File: src/fpfir_pkg.sv
// fpfir_pkg: shared types and constants of the fixed-point fir filter
// used by fpfir_cell, fixed_point_fir_filter_top and the verif modules; depends on nothing
`default_nettype none

package fpfir_pkg;

   localparam int SampleW = 16;
   localparam int AccW    = 32;
   localparam int IdxW    = 6;
   localparam int KindW   = 2;
   localparam int TapCntW = 7;
   localparam int ShiftW  = 5;

   localparam logic [KindW-1:0] KIND_SAMPLE   = 2'd0;
   localparam logic [KindW-1:0] KIND_WR_COEF  = 2'd1;
   localparam logic [KindW-1:0] KIND_WR_DELAY = 2'd2;
   localparam logic [KindW-1:0] KIND_RD_DELAY = 2'd3;

   // csr register select, taken from paddr bit 2
   localparam logic REG_TAP_COUNT = 1'b0;
   localparam logic REG_ACC_SHIFT = 1'b1;

   // broadcast control from the sequencer to every cell
   typedef struct packed {
      logic                      shift;     // sample transfer: move delay line
      logic                      wr_coef;
      logic                      wr_delay;
      logic                      readback;  // chain selects a delay element
      logic [IdxW-1:0]           idx;
      logic signed [SampleW-1:0] value;
      logic [TapCntW-1:0]        tap_count;
   } cell_ctl_type;

endpackage

`default_nettype wire

File: src/fpfir_cell.sv
// fpfir_cell: one tap of the filter, holding a coefficient and a delay element
// and forming the running sum handed on to the next cell; uses fpfir_pkg
`default_nettype none

module fpfir_cell
   import fpfir_pkg::*;
#(
   parameter int IDX = 0
) (
   input  wire                       clock,
   input  wire                       reset,
   input  wire cell_ctl_type         ctl,
   input  wire signed [SampleW-1:0]  delay_left,
   input  wire signed [AccW-1:0]     sum_left,
   output logic signed [SampleW-1:0] delay_out,
   output logic signed [AccW-1:0]    sum_out
);

   logic signed [SampleW-1:0] coef_ff, coef_in;
   logic signed [SampleW-1:0] delay_ff, delay_in;
   logic signed [AccW-1:0]    sum_ff, sum_in;
   logic signed [AccW-1:0]    prod;
   logic                      active;
   logic                      match;

   // tap zero is always in use; cells past the tap count only pass the sum on
   assign active = (IDX == 0) || (32'(IDX) < {25'b0, ctl.tap_count});
   assign match  = ({26'b0, ctl.idx} == 32'(IDX));
   assign prod   = coef_ff * delay_ff;

   always_comb begin
      coef_in  = coef_ff;
      delay_in = delay_ff;
      if (ctl.wr_coef && match) begin
         coef_in = ctl.value;
      end
      if (ctl.shift && active) begin
         delay_in = delay_left;
      end else if (ctl.wr_delay && match) begin
         delay_in = ctl.value;
      end
      if (ctl.readback) begin
         sum_in = match ? AccW'(delay_ff) : sum_left;
      end else begin
         sum_in = active ? sum_left + prod : sum_left;
      end
   end

   always_ff @(posedge clock) begin
      if (reset) begin
         coef_ff  <= '0;
         delay_ff <= '0;
      end else begin
         coef_ff  <= coef_in;
         delay_ff <= delay_in;
      end
      sum_ff <= sum_in;
   end

   assign delay_out = delay_ff;
   assign sum_out   = sum_ff;

endmodule

`default_nettype wire

File: config.mk
export PLATFORM = sky130hd
export DESIGN_NAME = fpfir_cell
export DESIGN_NICKNAME = d
export VERILOG_FILES = /design/src/fpfir_pkg.sv /design/src/fpfir_cell.sv
export SDC_FILE = /design/constraint.sdc
export NUM_CORES = 1
export LEC_CHECK = 0
export ABC_AREA = 0
export BUFFER_PORTS_ARGS = -buffer_cell sky130_fd_sc_hd__buf_4
export CELL_PAD_IN_SITES_DETAIL_PLACEMENT = 0
export CELL_PAD_IN_SITES_GLOBAL_PLACEMENT = 1
export CORE_AREA = 3 3 165 167
export DETAILED_ROUTE_END_ITERATION = 8
export DIE_AREA = 0 0 168 170
export GPL_ROUTABILITY_DRIVEN = 1
export PLACE_DENSITY = 0.95
export SLEW_MARGIN = 15
export SYNTH_ARGS = -nofsm -noshare
export SYNTH_HDL_FRONTEND = slang
export SYNTH_SLANG_ARGS = --single-unit
File: constraint.sdc
create_clock -name clock -period 9.2 [get_ports clock]
set_input_delay 1.84 -clock clock [delete_from_list [all_inputs] [get_ports clock]]
set_output_delay 1.84 -clock clock [all_outputs]
set_load 0.1 [all_outputs]
# --- Word level (Yosys, flattened, before mapping) ---
# Index checks and enable logic that the tools add are counted.
totals:
  register_bits: 64
  out_inout_bits: 48
classes:
  addsub: 1
  multipliers: 1
  mux: 4
  n_reduce_logical: 4
ops:
  columns: ["cell", "n"]
  rows:
  - ["$mux W32", 2]
  - ["$add A32 B32 Y32", 1]
  - ["$mul A16 B16 Y32", 1]
  - ["$mux W16", 2]
  - ["$logic_not A6 Y1", 1]
  - ["$logic_and A1 B1 Y1", 2]
  - ["$reduce_bool A2 Y1", 1]

# --- Depth between registers and ports, before layout ---
# Gate-level depths: netlist (run 1).
logic_depth:
  ltp_word: 4
  ltp_mapped: 23

# --- Least setup slack after synthesis (run 1) ---
# No wires, ideal clock.
synth_path:
  path_kind: "register to register"
  start: "reg delay_ff[1] (netlist: delay_out[1])"
  end: "reg sum_ff[28] (netlist: sum_out[28])"
  setup_ps: 125
  t_arrival_ps: 6683
  required_time_ps: 9075
  slack_ps: 2392
  stages_incl_launch_ff: 23
  path_buffers: 1
  synth_period_minus_slack_ps: 6808
  cell_sequence: "dfxtp_1 > clkbuf_1 > nand2_1 > inv_1 > fa_1 > inv_1 > fa_1 > inv_1 > fa_1 > fa_1 > fa_1 > inv_1 > fa_1 > inv_1 > ha_1 > a21oi_1 > o21ai_0 > o21bai_1 > a21oi_1 > o31ai_4 > a21o_1 > a2111oi_2 > nor2_1"
synth_between:
  elab_chain_len: 3
synth_lines:
  columns: ["element", "line", "text"]
  rows:
  - ["from (decl)", "fpfir_cell.sv:20", "logic signed [SampleW-1:0] delay_ff, delay_in;"]
  - ["from (signal assigned)", "fpfir_cell.sv:55", "delay_ff <= delay_in;"]
  - ["$mul A16 B16 Y32", "fpfir_cell.sv:29", "assign prod = coef_ff * delay_ff;"]
  - ["$add A32 B32 Y32", "fpfir_cell.sv:45", "sum_in = active ? sum_left + prod : sum_left;"]
  - ["$mux W32", "fpfir_cell.sv:42", "if (ctl.readback) begin"]
  - ["via sum_in[28]", "fpfir_cell.sv:21", "logic signed [AccW-1:0] sum_ff, sum_in;"]
  - ["to (signal assigned)", "fpfir_cell.sv:57", "sum_ff <= sum_in;"]
  - ["to (decl)", "fpfir_cell.sv:21", null]
# The timed path passes the listed nets, and every way through them passes these cells.
# A chain may end at the register's enable or synchronous reset.

# --- Final worst setup path (run 1) ---
# Same ends and word-level chain as after synthesis.

==> results of run 1 <==
-- sequential cells by signal (all words and copies together), names as in the netlist --
register	count
sum_out	32
coef_ff	16
delay_out	16
-- final timing paths --
check,from,end,slack (ns)
worst min-delay path,delay_out[15],delay_out[15],0.75
worst max register to register,delay_out[1],sum_out[28],2.01
worst max-delay path,delay_out[1],sum_out[28],2.01
worst min register to register,delay_out[15],delay_out[15],0.75
-- cell families (layout without fill, tap and decap cells) --
family	Yosys count	in the layout	synth area share (%)
adder cells (fa/ha/maj)	390	390	52.8
multiplexers	8	8	0.598
buffers and inverters	402	481	11.3
flip-flops	64	64	9.57
XOR/XNOR	37	37	2.42
AND/OR/NAND/NOR	432	432	15.2
AO/OA/AOI/OAI	168	168	8.16
-- metal layers --
layer  vias to the layer above  part of all wire, %  track usage [%]
li1                       4658                    -                -
met1                      5170                   40             31.4
met2                       340                   51             43.3
met3                        72                  5.1             3.14
met4                         0                  4.2             10.1
met5                         -                    0                0
-- metrics by stage --
step	setup slack [ns]	instance area (um2)	std cells	util, %	hold slack [ns]
2_1_floorplan	2.39	13400	1501	-	0.478
3_3_place_gp	2.32	14500	1899	56.0	0.710
3_5_place_dp	2.24	14500	1899	56.0	0.739
4_1_cts	2.13	14900	1915	57.4	0.748
5_1_grt	1.61	14900	1915	57.4	0.772
6_report	2.01	14900	1915	57.4	0.754
-- power groups by stage --
stage / logic [W] / clock network (W) / registers [W]
6_report: 0.000425 / 0.000428 / 0.000330
5_1_grt: 0.000462 / 0.000448 / 0.000332
4_1_cts: 0.000427 / 0.000440 / 0.000328
3_5_place_dp: 0.000426 / 0 / 0.000334
3_3_place_gp: 0.000417 / 0 / 0.000334
2_1_floorplan: 0.000174 / 0 / 0.000470
-- layout by cell type (no fill, tap or decap), drive strengths merged, types with 4 or more instances in the layout --
master / netlist / final
inv: 338 / 339
fa: 292 / 292
nand2: 208 / 208
buf: 3 / 126
and2: 124 / 124
ha: 98 / 98
a21oi: 92 / 92
dfxtp: 64 / 64
nor2: 55 / 55
xnor2: 22 / 22
nand3: 19 / 19
a31oi: 17 / 17
o21ai: 15 / 15
xor2: 15 / 15
clkbuf: 60 / 10
mux2i: 8 / 8
o21a: 6 / 6
a211oi: 6 / 6
a21o: 5 / 5
nand2b: 4 / 4
nor2b: 4 / 4
o31ai: 4 / 4
-- tightest hold or removal path, cell delays in order, from the launching register on --
cell	delay [ns]
dfxtp_1	0.40
nand2_1	0.10
a21oi_1	0.06
a21oi_1	0.11
nor2_1	0.04
-- cell type report --
type / instances / area [um2] / area share (%)
Clock buffer: 10 / 239 / 1.61
Clock inverter: 6 / 115 / 0.774
Inverter: 339 / 1270 / 8.55
Multi-Input combinational cell: 1035 / 10600 / 71.3
Sequential cell: 64 / 1280 / 8.61
Tap cell: 335 / 419 / 2.82
Timing Repair Buffer: 126 / 946 / 6.36
==> results.tsv, run 1 <==
stage	metric	value	unit
run_status	outcome	complete, no violations	
timing	unrepaired_setup_endpoints_after_global_routing	false	
floorplanning	core_region_area	25900	um2
global_route	grt_start_max_net_pins	57	
worst_setup_path	critical_path_class	reg -> reg	
route	total_number_of_vias	10200	
global_route	aggregate_global_routing_overflow	0	
floorplanning	die-area	28600	um2
worst_setup_path	worst_path_most_repeated_cell	fa_1	
route	totalWireLength	33700	um
cells_and_area	fillers	2215	
cells_and_area	nNetsFinal	2048	
synth	yosys.area.top_type_share	43.6	%
power_and_ir_drop	power_report.internal_total	0.000704	W
floorplanning	floorplan.initialDensity	51.7	%
timing	worst-slew-pin-transition	0.932	ns
worst_setup_path	worstPathBufferInverterCount	5	
power_and_ir_drop	worst_ir_drop_vdd	80.1	uV
clocking	ctsHoldBuffers	0	
placement	io_buffer_count	123	
timing	layout_worst_path_cycle_share	78.1	%
timing	timing_hold_violations_final	0	
global_route	antenna_found_initial	0	
power_and_ir_drop	power.combinational.fraction	35.9	%
power_and_ir_drop	power.static_leakage	7.65	nW
synth	syn-num-nets	1974	
worst_setup_path	cell_chain_of_the_critical_path	nand2_1, inv_1, fa_1, inv_1, fa_1, inv_1, fa_1, fa_1, fa_1, inv_1, fa_1, inv_1, ha_1, a21oi_1, o21ai_0, o21bai_1, a21oi_1, o31ai_4, a21o_1, a2111oi_2, nor2_1	
floorplanning	die_h	170	um
synth	yosys.cell_count.top_type	inv_1	
synth	netlist_area	13400	um2
job	drv.max_cap_violation_count	0	
route	ant_nets	0	
synth	synth.avg_cell_area	8.92	um2
floorplanning	floorplan.die.width	168	um
clocking	cts.clk_slew.worst_paths	0.06	ns
timing	f_max	139	MHz
timing	totalNegativeSetupSlack	0	ns
global_route	grt_pass1_wl	56200	um
clocking	numClockSinks	64	
worst_setup_path	crit_slowest_cell	dfxtp_1	
worst_hold_path	number_of_cells_on_the_worst_hold_path	4	
power_and_ir_drop	power.switching_fraction	40.5	%
synth	synth.largest_area_cell	fa_1	
clocking	cts.htree.levels	3	
clocking	worst_skew_pair.late_latency	0.36	ns
floorplanning	io-pin-count	131	
worst_setup_path	worstPathRequired	9.43	ns
worst_setup_path	critical_path_arrival	7.42	ns
cells_and_area	post_route_cells_drive_above_1_share	10.0	%
clocking	cts_inserted_buffers	9	
worst_setup_path	cpLargestDelayFamily	adder cells	
synth	post_synth_num_cell_types	54	
timing	count_of_final_setup_violators	0	
route	drt-initial-drc-count	632	
synth	post_synth_main_area_contributors	fa_1 44%, dfxtp_1 9.6%, inv_1 9.5%	
synth	most_instantiated_cells_after_synthesis	338 x inv_1, 292 x fa_1, 208 x nand2_1	
worst_hold_path	hold_path.class	reg -> reg	
worst_setup_path	worst-path-stages	21	
power_and_ir_drop	power_frac_seq	27.9	%
clocking	cts-root-buf	clkbuf_16	
route	remaining_drc_errors	0	
timing	clock_skew	0.00901	ns
clocking	post_cts_resize_count	0	
placement	finalWeightedCongestion	0.852	
worst_setup_path	crit_path_end_kind	register	
global_route	grt_usage	24.8	%
cells_and_area	n_antenna_cell	0	
worst_setup_path	crit_path_start_kind	register	
global_route	via_count_of_the_first_global_routing_pass	11100	
worst_setup_path	crit_path_max_fanout	19	
route	drt_pre_antenna_iters	5	
clocking	post_cts_buffers	0	
clocking	number_of_buffers_on_the_longest_clock_path	2	
route	routed_via_density	5.35	
worst_setup_path	timing.reg2reg.worst_path_depth	21	
timing	timing_max_transition_violations_final	0	
synth	yosysSeqAreaShare	9.57	%
power_and_ir_drop	pwr-share-clk	36.2	%
synth	synth.yosys.warnings	0	
synth	synth_enable_flop_cells	0	
timing	timing.final.crit_period	7.19	ns
route	route.detailed.wl_per_inst	17.6	um
synth	gate_count_post_synth	1501	
worst_setup_path	critical-path-max-stage-delay	0.92	ns
synth	ys.flop_type	dfxtp_1	
power_and_ir_drop	finalPower	0.00118	W
power_and_ir_drop	power-per-cell-area	79.5	nW/um2
synth	synthArstFlopShare	0	%
synth	synth-seq-cells	64	
clocking	cts_tree	done	
timing	max-slew-margin-rel	37.8	%
cells_and_area	area.growth.synth_to_final	11.1	%
power_and_ir_drop	power.net_switching	0.000479	W
placement	detailed_place_hpwl	26000	um
floorplanning	rows	59	
(Power assumes the default switching activity.)
==> run 2: changes to the inputs <==
CORE_AREA = 3 3 181 183   (was 3 3 165 167)
DIE_AREA = 0 0 184 186   (was 0 0 168 170)
PLACE_DENSITY = 0.84   (was 0.95)
clock period = 5.8 ns   (was 9.2 ns; I/O delays follow)
==> results.tsv, run 2 (synthesis results as in run 1) <==
stage	metric	value	unit	change
worst_setup_path	crit_slowest_cell	fa_2		
global_route	antenna_found_initial	1		+1
global_route	via_count_of_the_first_global_routing_pass	11400		+3.0%
worst_setup_path	worstPathRequired	6.08	ns	-3.35 ns
floorplanning	core_region_area	31400	um2	+21%
route	routed_via_density	5.01		-6.4%
timing	unrepaired_setup_endpoints_after_global_routing	true		
timing	clock_skew	0.0123	ns	+0.00327 ns
timing	timing_hold_violations_final	0		unchanged
worst_setup_path	rr_endpoint	sum_out[27]		
timing	timing_max_transition_violations_final	0		unchanged
power_and_ir_drop	worst_ir_drop_vdd	130	uV	+62%
route	route.detailed.wl_per_inst	16.9	um	-4.1%
clocking	cts_inserted_buffers	9		unchanged
power_and_ir_drop	power-per-cell-area	116	nW/um2	+46%
worst_setup_path	crit_path_end_kind	register		
floorplanning	rows	65		+10%
global_route	grt_usage	22.0	%	-2.8 points
cells_and_area	area.growth.synth_to_final	24.1	%	
clocking	cts.htree.levels	3		unchanged
worst_setup_path	critical-path-max-stage-delay	0.54	ns	-0.38 ns
route	ant_nets	0		unchanged
cells_and_area	post_layout_nonfiller_instances	2120		+11%
floorplanning	die-area	34200	um2	+20%
worst_hold_path	number_of_cells_on_the_worst_hold_path	2		-2
route	totalWireLength	35800	um	+6.1%
cells_and_area	final_core_util	52.9	%	-4.5 points
worst_setup_path	timing.reg2reg.worst_path_depth	23		+9.5%
placement	finalWeightedCongestion	0.879		+3.1%
worst_setup_path	crit_path_start_kind	register		
global_route	grt_start_max_net_pins	57		unchanged
route	total_number_of_vias	10600		+3.6%
cells_and_area	n_antenna_cell	0		unchanged
global_route	aggregate_global_routing_overflow	0		unchanged
route	dr_wl_met3	1830	um	+7.1%
worst_setup_path	worstPathBufferInverterCount	8		+3
clocking	cts-root-buf	clkbuf_16		
placement	post-place-cells	2084		+9.7%
worst_setup_path	cpLargestDelayFamily	adder cells		
run_status	violations_in_the_final_reports	negative setup slack		
worst_hold_path	worstHoldStart	coef_ff[11]		
floorplanning	io-pin-count	131		unchanged
route	top_layer	met5		
timing	worst-slew-pin-transition	0.903	ns	-0.0293 ns
timing	final.setup.worst_slack	-0.143	ns	-2.16 ns
timing	max-slew-margin-rel	39.7	%	+2.0 points
global_route	grt_pass1_wl	58600	um	+4.4%
run_status	outcome	complete, but fails checks		
cells_and_area	nNetsFinal	2186		+6.7%
floorplanning	die_h	186	um	+9.4%
clocking	numClockSinks	64		unchanged
cells_and_area	largest_register_ff_count	32		unchanged
worst_setup_path	cell_chain_of_the_critical_path	buf_6, and2_1, fa_1, inv_1, fa_2, fa_1, inv_2, fa_2, fa_1, inv_1, fa_1, inv_2, ha_4, buf_4, o211ai_1, a31o_2, a211oi_4, buf_4, buf_4, o21a_1, o21ai_1, a211o_1, o21ai_1		
worst_hold_path	hold_end	coef_ff[11]		
cells_and_area	most_frequent_standard_cell_in_the_layout_excluding_fill_and_tap_cells	inv_1		
clocking	cts.clk_slew.worst_paths	0.07	ns	about the same
worst_setup_path	r2r_slack	-0.14	ns	-2.16 ns
route	wl_met2	18200	um	+5.9%
timing	layout_worst_path_cycle_share	102	%	+24 points
route	remaining_drc_errors	0		unchanged
power_and_ir_drop	power.static_leakage	8.42	nW	+10%
placement	io_buffer_count	123		unchanged
timing	f_max	168	MHz	+21%
floorplanning	floorplan.die.width	184	um	+9.5%
worst_setup_path	critical_path_class	reg -> reg		
worst_setup_path	worst_path_most_repeated_cell	fa_1		
worst_setup_path	worst_r2r_startpoint	delay_out[5]		
worst_setup_path	crit_path_max_fanout	7		-12
route	drt-initial-drc-count	635		+0.47%
worst_setup_path	worst-path-stages	23		+9.5%
floorplanning	floorplan.initialDensity	42.7	%	-9.0 points
cells_and_area	most-common-layout-cells	317 x inv_1, 274 x fa_1, 244 x buf_4, 201 x nand2_1, 113 x and2_1		
worst_hold_path	hold_path.class	reg -> reg		
placement	detailed_place_hpwl	29100	um	+12%
clocking	cts_tree	done		
cells_and_area	post_route_cells_drive_above_1_share	24.5	%	+15 points
route	drt_pre_antenna_iters	5		unchanged
job	drv.max_cap_violation_count	0		unchanged
route	routedLengthMet1	14800	um	+10%
clocking	worst_skew_pair.late_latency	0.37	ns	about the same
worst_setup_path	critical_path_arrival	6.23	ns	-1.19 ns
timing	timing.final.crit_period	5.94	ns	-1.24 ns
timing	count_of_final_setup_violators	3		+3
clocking	number_of_buffers_on_the_longest_clock_path	2		unchanged
-- run 2: per-stage QoR --
| step | area, um2 | setup slack (ns) | hold slack, ns | total power [W] | TNS [ns] |
|---|---|---|---|---|---|
| after floorplan | 13600 | -0.205 | 0.478 | 0.00104 | -0.241 |
| after global placement | 15700 | -0.303 | 0.480 | 0.00125 | -1.50 |
| after detailed placement | 15700 | -0.379 | 0.486 | 0.00127 | -2.62 |
| after CTS | 16300 | -0.0616 | 0.477 | 0.00193 | -0.0616 |
| after global routing | 16600 | -0.351 | 0.503 | 0.00204 | -2.17 |
| final | 16600 | -0.143 | 0.478 | 0.00193 | -0.356 |
-- run 2: layer usage --
metal	global-route usage, %	vias to the layer above
met2	38.3	289
met1	28.4	5337
li1	-	4929
met4	7.32	2
met3	3.17	56
met5	0	-
-- run 2: what timing repair did --
| item | CTS | global route |
|---|---|---|
| pin swaps | 43 | 47 |
| hold buffers | 0 | 0 |
| resized for setup | 53 | 84 |
| setup buffers | 12 | 9 |
| endpoints found under the setup margin | 12 | 12 |
-- run 2: cell type report --
cell class	instances	area [um2]
Tap cell	402	503
Sequential cell	64	1370
Multi-Input combinational cell	1035	11000
Inverter	339	1270
Clock inverter	7	105
Clock buffer	9	225
Fill cell	2893	14800
Timing Repair Buffer	264	2110
-- run 2: how the worst max path moves through the flow --
stage                  from           to
2_1_floorplan  delay_out[9]  sum_out[31]
3_3_place_gp    coef_ff[13]  sum_out[31]
3_5_place_dp    coef_ff[13]  sum_out[31]
4_1_cts          coef_ff[8]  sum_out[31]
5_1_grt        delay_out[1]  sum_out[31]
6_report       delay_out[5]  sum_out[27]
-- run 2: worst min-delay path: stages, from the launching register on --
cell,delay [ns]
dfxtp_2,0.33
nand2_1,0.05
a21oi_1,0.05
-- run 2: report_power, final --
part           switching (W)  internal [W]  total [W]
combinational       0.000524      0.000273   0.000797
clock               0.000256      0.000382   0.000638
sequential         0.0000271      0.000468   0.000495
